[src/sv/deeoc_pkg.sv]
package deeoc_pkg;

   // Fixed field widths.
   localparam int DIST_W     = 12;
   localparam int STABLE_W   = 4;
   localparam int OCC_W      = 16;
   localparam int CSR_IDX_W  = 1;
   localparam int CSR_DATA_W = 12;

   // Register reset values.
   localparam logic [DIST_W-1:0]   THRESH_RESET = 12'd150;
   localparam logic [STABLE_W-1:0] STABLE_RESET = 4'd2;

   // Register indexes on the configuration port.
   typedef enum logic [CSR_IDX_W-1:0] {
      CSR_THRESHOLD = 1'b0,
      CSR_STABLE    = 1'b1
   } csr_index_type;

   // One input item: a pair of distance readings.
   typedef struct packed {
      logic [DIST_W-1:0] entrance_distance;
      logic [DIST_W-1:0] exit_distance;
   } req_payload_type;

   // One result item.
   typedef struct packed {
      logic [OCC_W-1:0] occupancy;
      logic             entrance_present;
      logic             exit_present;
   } rsp_payload_type;

   // Status that a sensor debouncer hands to the rest of the block.
   typedef struct packed {
      logic present;
      logic fell;
   } sensor_status_type;

endpackage

[src/sv/debounced_entry_exit_occupancy_counter.sv]
// Channel | Ports                          | Direction | Payload
// req     | req_valid, req_ready           | in        | req_payload_type
// rsp     | rsp_valid, rsp_ready           | out       | rsp_payload_type
// csr     | csr_we, csr_index, csr_wdata   | in        | threshold, stable count
//
// One item per cycle while the result is not stalled. An item is held in the input register; the
// sensor and count update run between it and the result register.
// An accepted item passes through the input register, then the result register.
// Reset is synchronous; it clears the flags, runs, count and valid bits and restores the configuration registers.
// A stalled result holds the input register; req_ready drops only when both are full.
module debounced_entry_exit_occupancy_counter
   import deeoc_pkg::*;
#(
   parameter int COUNT_BITS = 16
)
(
   input  logic                  clock,
   input  logic                  reset,
   input  logic                  req_valid,
   output logic                  req_ready,
   input  req_payload_type       req_payload,
   output logic                  rsp_valid,
   input  logic                  rsp_ready,
   output rsp_payload_type       rsp_payload,
   input  logic                  csr_we,
   input  logic [CSR_IDX_W-1:0]  csr_index,
   input  logic [CSR_DATA_W-1:0] csr_wdata
);

   logic [DIST_W-1:0]   threshold_ff;
   logic [STABLE_W-1:0] stable_ff;
   logic                in_valid_ff;
   req_payload_type     in_data_ff;
   logic                out_valid_ff;
   rsp_payload_type     out_data_ff;
   rsp_payload_type     out_data_in;
   logic                advance;
   sensor_status_type   entrance_status;
   sensor_status_type   exit_status;
   logic [OCC_W-1:0]    occupancy;

   // Configuration registers.
   always_ff @(posedge clock) begin
      if (reset) begin
         threshold_ff <= THRESH_RESET;
         stable_ff    <= STABLE_RESET;
      end else if (csr_we) begin
         case (csr_index_type'(csr_index))
            CSR_THRESHOLD: threshold_ff <= csr_wdata[DIST_W-1:0];
            CSR_STABLE:    stable_ff    <= csr_wdata[STABLE_W-1:0];
            default:       ;
         endcase
      end
   end

   // The held item moves on when the result register is free or being emptied.
   assign advance   = in_valid_ff && (!out_valid_ff || rsp_ready);
   assign req_ready = !in_valid_ff || advance;

   always_ff @(posedge clock) begin
      if (reset) begin
         in_valid_ff <= 1'b0;
      end else if (req_ready) begin
         in_valid_ff <= req_valid;
      end
   end

   always_ff @(posedge clock) begin
      if (req_valid && req_ready) begin
         in_data_ff <= req_payload;
      end
   end

   deeoc_sensor u_entrance (
      .clock          (clock),
      .reset          (reset),
      .advance        (advance),
      .distance       (in_data_ff.entrance_distance),
      .threshold      (threshold_ff),
      .stable_samples (stable_ff),
      .status         (entrance_status)
   );

   deeoc_sensor u_exit (
      .clock          (clock),
      .reset          (reset),
      .advance        (advance),
      .distance       (in_data_ff.exit_distance),
      .threshold      (threshold_ff),
      .stable_samples (stable_ff),
      .status         (exit_status)
   );

   deeoc_count #(
      .COUNT_BITS (COUNT_BITS)
   ) u_count (
      .clock     (clock),
      .reset     (reset),
      .advance   (advance),
      .inc       (entrance_status.fell),
      .dec       (exit_status.fell),
      .occupancy (occupancy)
   );

   // Result register.
   always_comb begin
      out_data_in.occupancy        = occupancy;
      out_data_in.entrance_present = entrance_status.present;
      out_data_in.exit_present     = exit_status.present;
   end

   always_ff @(posedge clock) begin
      if (reset) begin
         out_valid_ff <= 1'b0;
      end else if (advance) begin
         out_valid_ff <= 1'b1;
      end else if (rsp_ready) begin
         out_valid_ff <= 1'b0;
      end
   end

   always_ff @(posedge clock) begin
      if (advance) begin
         out_data_ff <= out_data_in;
      end
   end

   assign rsp_valid   = out_valid_ff;
   assign rsp_payload = out_data_ff;

   // A full input stage behind a stalled result blocks new items.
   assert property (@(posedge clock) disable iff (reset)
      (in_valid_ff && out_valid_ff && !rsp_ready) |-> !req_ready)
      else $error("item accepted while both stages are stalled");

   // A taken result with nothing behind it leaves the output empty.
   assert property (@(posedge clock) disable iff (reset)
      (out_valid_ff && rsp_ready && !advance) |=> !out_valid_ff)
      else $error("result repeated after it was taken");

   // Every processed item shows up as a result in the next cycle.
   assert property (@(posedge clock) disable iff (reset)
      advance |=> out_valid_ff)
      else $error("processed item lost");

endmodule

[src/sv/deeoc_sensor.sv]
module deeoc_sensor
   import deeoc_pkg::*;
(
   input  logic                clock,
   input  logic                reset,
   input  logic                advance,
   input  logic [DIST_W-1:0]   distance,
   input  logic [DIST_W-1:0]   threshold,
   input  logic [STABLE_W-1:0] stable_samples,
   output sensor_status_type   status
);

   logic                flag_ff;
   logic                flag_in;
   logic [STABLE_W-1:0] run_ff;
   logic [STABLE_W-1:0] run_in;
   logic                raw;
   logic                fell;
   logic [STABLE_W-1:0] run_inc;

   // A reading below the threshold means an object is present.
   assign raw     = (distance < threshold);
   assign run_inc = run_ff + 1'b1;

   // The run counts disagreeing samples; the flag flips once the run is long enough.
   always_comb begin
      flag_in = flag_ff;
      run_in  = run_ff;
      fell    = 1'b0;
      if (raw == flag_ff) begin
         run_in = '0;
      end else if (run_inc >= stable_samples) begin
         flag_in = raw;
         run_in  = '0;
         fell    = !raw;
      end else begin
         run_in = run_inc;
      end
   end

   assign status = {flag_in, fell};

   always_ff @(posedge clock) begin
      if (reset) begin
         flag_ff <= 1'b0;
         run_ff  <= '0;
      end else if (advance) begin
         flag_ff <= flag_in;
         run_ff  <= run_in;
      end
   end

   // The debounce state moves only when an item is processed.
   assert property (@(posedge clock) disable iff (reset)
      !advance |=> ($stable(flag_ff) && $stable(run_ff)))
      else $error("sensor state changed without an item");

   // A falling edge is reported only from a set flag.
   assert property (@(posedge clock) disable iff (reset)
      status.fell |-> (flag_ff && !status.present))
      else $error("falling edge reported from a clear flag");

endmodule

[src/sv/deeoc_count.sv]
module deeoc_count
   import deeoc_pkg::*;
#(
   parameter int COUNT_BITS = 16
)
(
   input  logic             clock,
   input  logic             reset,
   input  logic             advance,
   input  logic             inc,
   input  logic             dec,
   output logic [OCC_W-1:0] occupancy
);

   logic [COUNT_BITS-1:0] count_ff;
   logic [COUNT_BITS-1:0] count_mid;
   logic [COUNT_BITS-1:0] count_in;

   // Entrance first, saturating at the top; then exit, floored at zero.
   always_comb begin
      count_mid = count_ff;
      if (inc && (count_ff != '1)) begin
         count_mid = count_ff + 1'b1;
      end
      count_in = count_mid;
      if (dec && (count_mid != '0)) begin
         count_in = count_mid - 1'b1;
      end
   end

   always_ff @(posedge clock) begin
      if (reset) begin
         count_ff <= '0;
      end else if (advance) begin
         count_ff <= count_in;
      end
   end

   // The reported occupancy is the updated count, cut to its low bits or zero-extended to OCC_W.
   generate
      if (COUNT_BITS >= OCC_W) begin : g_trunc
         assign occupancy = count_in[OCC_W-1:0];
      end else begin : g_ext
         assign occupancy = {{(OCC_W-COUNT_BITS){1'b0}}, count_in};
      end
   endgenerate

endmodule
[config.mk]
export PLATFORM = sky130hd
export DESIGN_NAME = debounced_entry_exit_occupancy_counter
export DESIGN_NICKNAME = d
export VERILOG_FILES = /design/src/sv/deeoc_pkg.sv /design/src/sv/debounced_entry_exit_occupancy_counter.sv /design/src/sv/deeoc_sensor.sv /design/src/sv/deeoc_count.sv
export SDC_FILE = /design/constraint.sdc
export NUM_CORES = 1
export LEC_CHECK = 0
export ABC_AREA = 0
export BUFFER_PORTS_ARGS = -buffer_cell sky130_fd_sc_hd__buf_2
export CAP_MARGIN = 20
export CELL_PAD_IN_SITES_DETAIL_PLACEMENT = 1
export CELL_PAD_IN_SITES_GLOBAL_PLACEMENT = 1
export CORE_MARGIN = 2
export CORE_UTILIZATION = 39
export CTS_CLUSTER_DIAMETER = 120
export CTS_CLUSTER_SIZE = 40
export DETAILED_ROUTE_END_ITERATION = 12
export PLACE_DENSITY = 0.76
export SYNTH_ARGS = -nofsm -noshare
export SYNTH_HDL_FRONTEND = slang
export SYNTH_SLANG_ARGS = --single-unit
[constraint.sdc]
create_clock -name clock -period 4.8 [get_ports clock]
set_clock_uncertainty 0.15 [all_clocks]
set_input_delay 0.96 -clock clock [delete_from_list [all_inputs] [get_ports clock]]
set_output_delay 0.96 -clock clock [all_outputs]
set_load 0.005 [all_outputs]
# Word-level counts from Yosys, hierarchy flattened
# Index checks and enable logic that the tools add are counted.
# totals
reg_bits,86
inputBits,42
wordCells,56
# op_classes
n_lt_le_gt_ge,4
muxes,16
eq_ne,3
bitwise_logic,1
add_sub_neg,4
reduce_logical,14
# op_table
operator,count
$mux 16,2
$lt 12x12->1,2
$add 16x1->16 const B,1
$mux 4,4
$ne 16x16->1 const B,1
$reduce_bool 16->1,1
$sub 16x1->16 const B,1
$mux 1,10
$add 4x1->4 const B,2
$ge 4x4->1,2
$logic_and 1x1->1,4
$logic_not 1->1,4
$reduce_and 2->1,2
$eq 1x1->1,2
$logic_or 1x1->1,2
$reduce_bool 2->1,1
$not 1->1,1

# Longest topological paths before layout
# logic_depth
depth_word,9
mapped_depth,17
ltp_nobuf,15

# Cells and area by module
# Synthesis repeated with hierarchy kept, for this count alone.
# unflattened
cells_unflattened,515
area_unflattened_um2,5129.9
# modules_own_cells
module,seq_area_each_um2,cells_each,area_each_um2,instances
debounced_entry_exit_occupancy_counter,1621.6,122,2048.2,1
deeoc_count,320.3,241,1823.0,1
deeoc_sensor,100.1,76,629.4,2

# Worst setup path after synthesis
# No wires, ideal clock.
# synth_timing
path_kind,register to register
startpoint,reg u_entrance.run_ff[0]
endpoint,reg u_count.count_ff[10]
stages_incl_launch_ff,18
path_slack_ps,501
setup_time_ps,123
arrival_ps,4026
path_buffers,2
required_ps,4527
period_less_slack_ps,4299
cell_sequence,dfxtp_1 > ha_1 > xor2_1 > ha_1 > o21ai_0 > nand2b_1 > nand2_1 > or2_1 > clkbuf_1 > nor2_1 > mux2i_1 > ha_1 > o2111a_1 > or4b_4 > buf_2 > nand3_1 > mux2i_1 > mux2_1
# synth_between
elab_chain_cells,9
word_cells_on_any_way,10
# synth_lines
element,line_no,text
"start, declared",deeoc_sensor.sv:15,logic [STABLE_W-1:0] run_ff;
"start signal, assigned",deeoc_sensor.sv:49,run_ff <= run_in;
$add 4x1->4 *,deeoc_sensor.sv:23,assign run_inc = run_ff + 1'b1;
$ge 4x4->1 *,deeoc_sensor.sv:32,end else if (run_inc >= stable_samples) begin
$mux 1 *,deeoc_sensor.sv:32,
$mux 1 *,deeoc_sensor.sv:30,if (raw == flag_ff) begin
$logic_and 1x1->1 *,deeoc_count.sv:22,if (inc && (count_ff != '1)) begin
$mux 16 *,deeoc_count.sv:22,
"parallel branches: the longest is 2 deep, another holds $sub 16x1->16",--,
$mux 16 *,deeoc_count.sv:26,if (dec && (count_mid != '0)) begin
"end signal, assigned",deeoc_count.sv:35,count_ff <= count_in;
"end, declared",deeoc_count.sv:15,logic [COUNT_BITS-1:0] count_ff;
# Mark *: on every way between the ends.
# A chain may end at the register's enable or synchronous reset.

# Final worst setup path
# layout_timing
startpoint,reg u_entrance.run_ff[0]
endpoint,reg u_count.count_ff[14]
# The elaborated chain is that of the path after synthesis.

==> metrics.cfg <==
[status]
status = complete, no violations

[yosys]
synthMuxAreaShare_pct = 4.41
synthArstFlopShare_pct = 0
synth_edf_count = 42
synth_top_cells_by_count = nand2_1, dfxtp_1, nor2_1
post-synth-top-count-cell = nand2_1
yosysTopAreaCell = edfxtp_1
synthXorXnorAreaFrac_pct = 5.47
synthDistinctLibCells = 74
synth_nets = 622
synth_compound_area_share_pct = 15.1
yosysWarnings = 0
syn-cell-area_sq_mm = 0.00522
yosysSeqAreaShare_pct = 41.0
synthCells = 545
ys_top_cells_by_area = edfxtp_1, dfxtp_1, ha_1
ys_ff_latch = 86
synth_top_area_share_pct = 24.2
syn_avg_cell_area_sq_um = 9.58
synthSimpleGateAreaFrac_pct = 21.6
ys_dominant_reg_cell = dfxtp_1
synth_top_family_by_area = simple AND/OR/NAND/NOR gates
synth_adder_area_share_pct = 8.39

[timing]
drv_slew = 0
holdWs_ns = 0.310
finalSetupViolations = 0
maxSlewHeadroom_pct = 55.7
tightest_slew_ns = 0.659
timing.final.crit_period_ns = 4.42
rsz0062_at_grt = no
fin_ws_ns = 0.375
fin_crit_sh_pct = 92.2
finalHoldViolations = 0
fmax_mhz = 226
setup-tns-final_ns = 0

[min_path]
hold_class = register to register

[cts]
clock_latency_ns = 0.35
cts-root-buf = clkbuf_16
cts_sinks = 86
h-tree-depth = 3
clock_path_buffers = 2
cts_tree = yes
post_cts_buffers = 0
clk_pin_slew_worst_paths_ns = 0.07
cts_buffers = 9

[grt]
grt_max_degree = 56
antenna_found_initial = 0
grt_pass1_vias = 4745
grt_pass1_wl_um = 24400
track_usage_pct = 21.9
gr-total-overflow = 0

[setup_path]
critPathMaxStageDelay_ns = 0.57
crit_top_cell = ha_1
worstPathMaxFanout = 13
path_cells = ha_1 -> xor2_1 -> ha_1 -> o21ai_0 -> nand2b_1 -> nand2_1 -> or2_1 -> nor2_4 -> mux2i_2 -> ha_1 -> o2111a_1 -> or4b_4 -> o2111ai_2 -> mux2i_1 -> mux2_1
critPathKind = register to register
crit_path_top_delay_cell = or4b_4
endpoint_kind = register
cp_data_arrival_time_ns = 4.50
required_ns = 4.88
start_kind = register

[drt]
m1WireLength_um = 6500
firstDrtPassIters = 4
top_layer = met4
wl_met3_um = 532
ant_nets = 0
drc = 0
routed_wirelength_um = 14900
wl_per_cell_um = 19.0
vias = 4404
via_per_inst = 5.60
first_iter_violations = 190
routed-wl-met2_um = 7420

[placed_design]
hpwl_um = 11200
pre_cts_slack_ns = 0.157
port_buffers = 61
place_congestion = 0.931

[final_layout]
n_antenna_cell = 0
layout-drive-gt1-share_pct = 20.0
area_growth_pct = 16.2
layout.nets = 683

[floorplan]
die_height_um = 120
pin_count = 62
die_w_um = 120
rows = 42
core_sq_mm = 0.0131
initial_core_util_pct = 39.7
dieArea_sq_mm = 0.0143

[power]
peakVddDrop_v = 0.000195
p_leak_nw = 2.50
power.density_mw_per_mm2 = 287

[flow_run]
drv_cap = 0

==> critical path: cells and delay by family (launching register included) <==
| family | cells | cell delay, ns |
|---|---|---|
| and+or+nand+nor | 5 | 1.45 |
| muxes | 3 | 0.93 |
| adders and majority gates | 3 | 0.73 |
| AOI/OAI and AO/OA | 3 | 0.54 |
| DFF | 1 | 0.35 |
| xor gates and xnor gates | 1 | 0.16 |
==> state kept, by name (all words and copies together) (netlist names) <==
register,cells
u_entrance.run_ff,4
rsp_valid,1
u_count.count_ff,16
stable_ff,4
in_data_ff,24
in_valid_ff,1
threshold_ff,12
u_exit.flag_ff,1
u_entrance.flag_ff,1
rsp_payload,18
u_exit.run_ff,4
==> logic make-up (layout without fill, tap and decap cells) <==
| kind of cell | Yosys count | in the layout |
|---|---|---|
| and+or+nand+nor | 212 | 212 |
| AOI/OAI and AO/OA | 111 | 111 |
| DFF | 86 | 86 |
| buffers and inverters | 48 | 114 |
| adders and majority gates | 35 | 35 |
| xor gates and xnor gates | 31 | 31 |
| muxes | 22 | 22 |
==> cells in the final DEF (no fill, tap or decap), drive strengths merged, types with 4 or more instances in the layout <==
cell | netlist | routed
a211o | 6 | 6
a211oi | 4 | 4
a21o | 12 | 12
a21oi | 32 | 32
a22oi | 5 | 5
and2 | 8 | 8
and3 | 6 | 6
buf | 14 | 78
clkbuf | 14 | 10
dfxtp | 44 | 44
edfxtp | 42 | 42
ha | 35 | 35
inv | 20 | 23
mux2 | 8 | 8
mux2i | 14 | 14
nand2 | 55 | 55
nand2b | 9 | 9
nand3 | 22 | 22
nand3b | 5 | 5
nand4 | 11 | 11
nor2 | 44 | 44
nor2b | 8 | 8
nor3 | 14 | 14
nor3b | 5 | 5
nor4 | 6 | 6
o211ai | 4 | 4
o21ai | 18 | 18
o31ai | 4 | 4
or2 | 6 | 6
or4 | 4 | 4
xnor2 | 16 | 16
xor2 | 14 | 14
==> stage by stage <==
step / cells / total power [mW] / area [sq um] / util, %
3_5_place_dp: 768 / 1.06 / 5710 / 43.5
5_1_grt: 787 / 1.81 / 6060 / 46.1
2_1_floorplan: 545 / 0.980 / 5220 / -
6_report: 787 / 1.74 / 6060 / 46.1
4_1_cts: 784 / 1.75 / 6000 / 45.6
3_3_place_gp: 768 / 1.05 / 5710 / 43.5
==> report_power, final <==
group          leakage, nW  internal, mW  total (mW)  switching (mW)
Sequential           0.766         0.802       0.819          0.0164
Combinational         1.59        0.0913       0.237           0.146
Clock                0.138         0.360       0.684           0.324
Total                 2.50          1.25        1.74           0.486
==> repair_timing <==
item	CTS	global route
hold buffers	0	0
endpoints found under the setup margin	0	17
resized for setup	0	3
==> metal layers <==
| metal | up-vias | GRT usage, % |
|---|---|---|
| met1 | 2164 | 26.8 |
| met2 | 99 | 37.9 |
| met3 | 33 | 3.37 |
| li1 | 2108 | - |
| met4 | 0 | 9.78 |
| met5 | - | 0 |
==> layout make-up <==
class / count / area, sq um
Sequential cell: 86 / 2140
Clock inverter: 6 / 52.6
Inverter: 20 / 75.1
Timing Repair Buffer: 78 / 465
Multi-Input combinational cell: 411 / 2880
Tap cell: 176 / 220
Clock buffer: 10 / 229
Fill cell: 1524 / 7080
==> path summary, 6_finish.rpt <==
check	startpoint	endpoint	slack (ns)	depth (start not counted)
worst max-delay path	u_entrance.run_ff[0]	u_count.count_ff[14]	0.38	15
worst min-delay path	threshold_ff[3]	threshold_ff[3]	0.31	2
worst max register to register	u_entrance.run_ff[0]	u_count.count_ff[14]	0.38	15
worst min register to register	threshold_ff[3]	threshold_ff[3]	0.31	2
(Power assumes the default switching activity.)
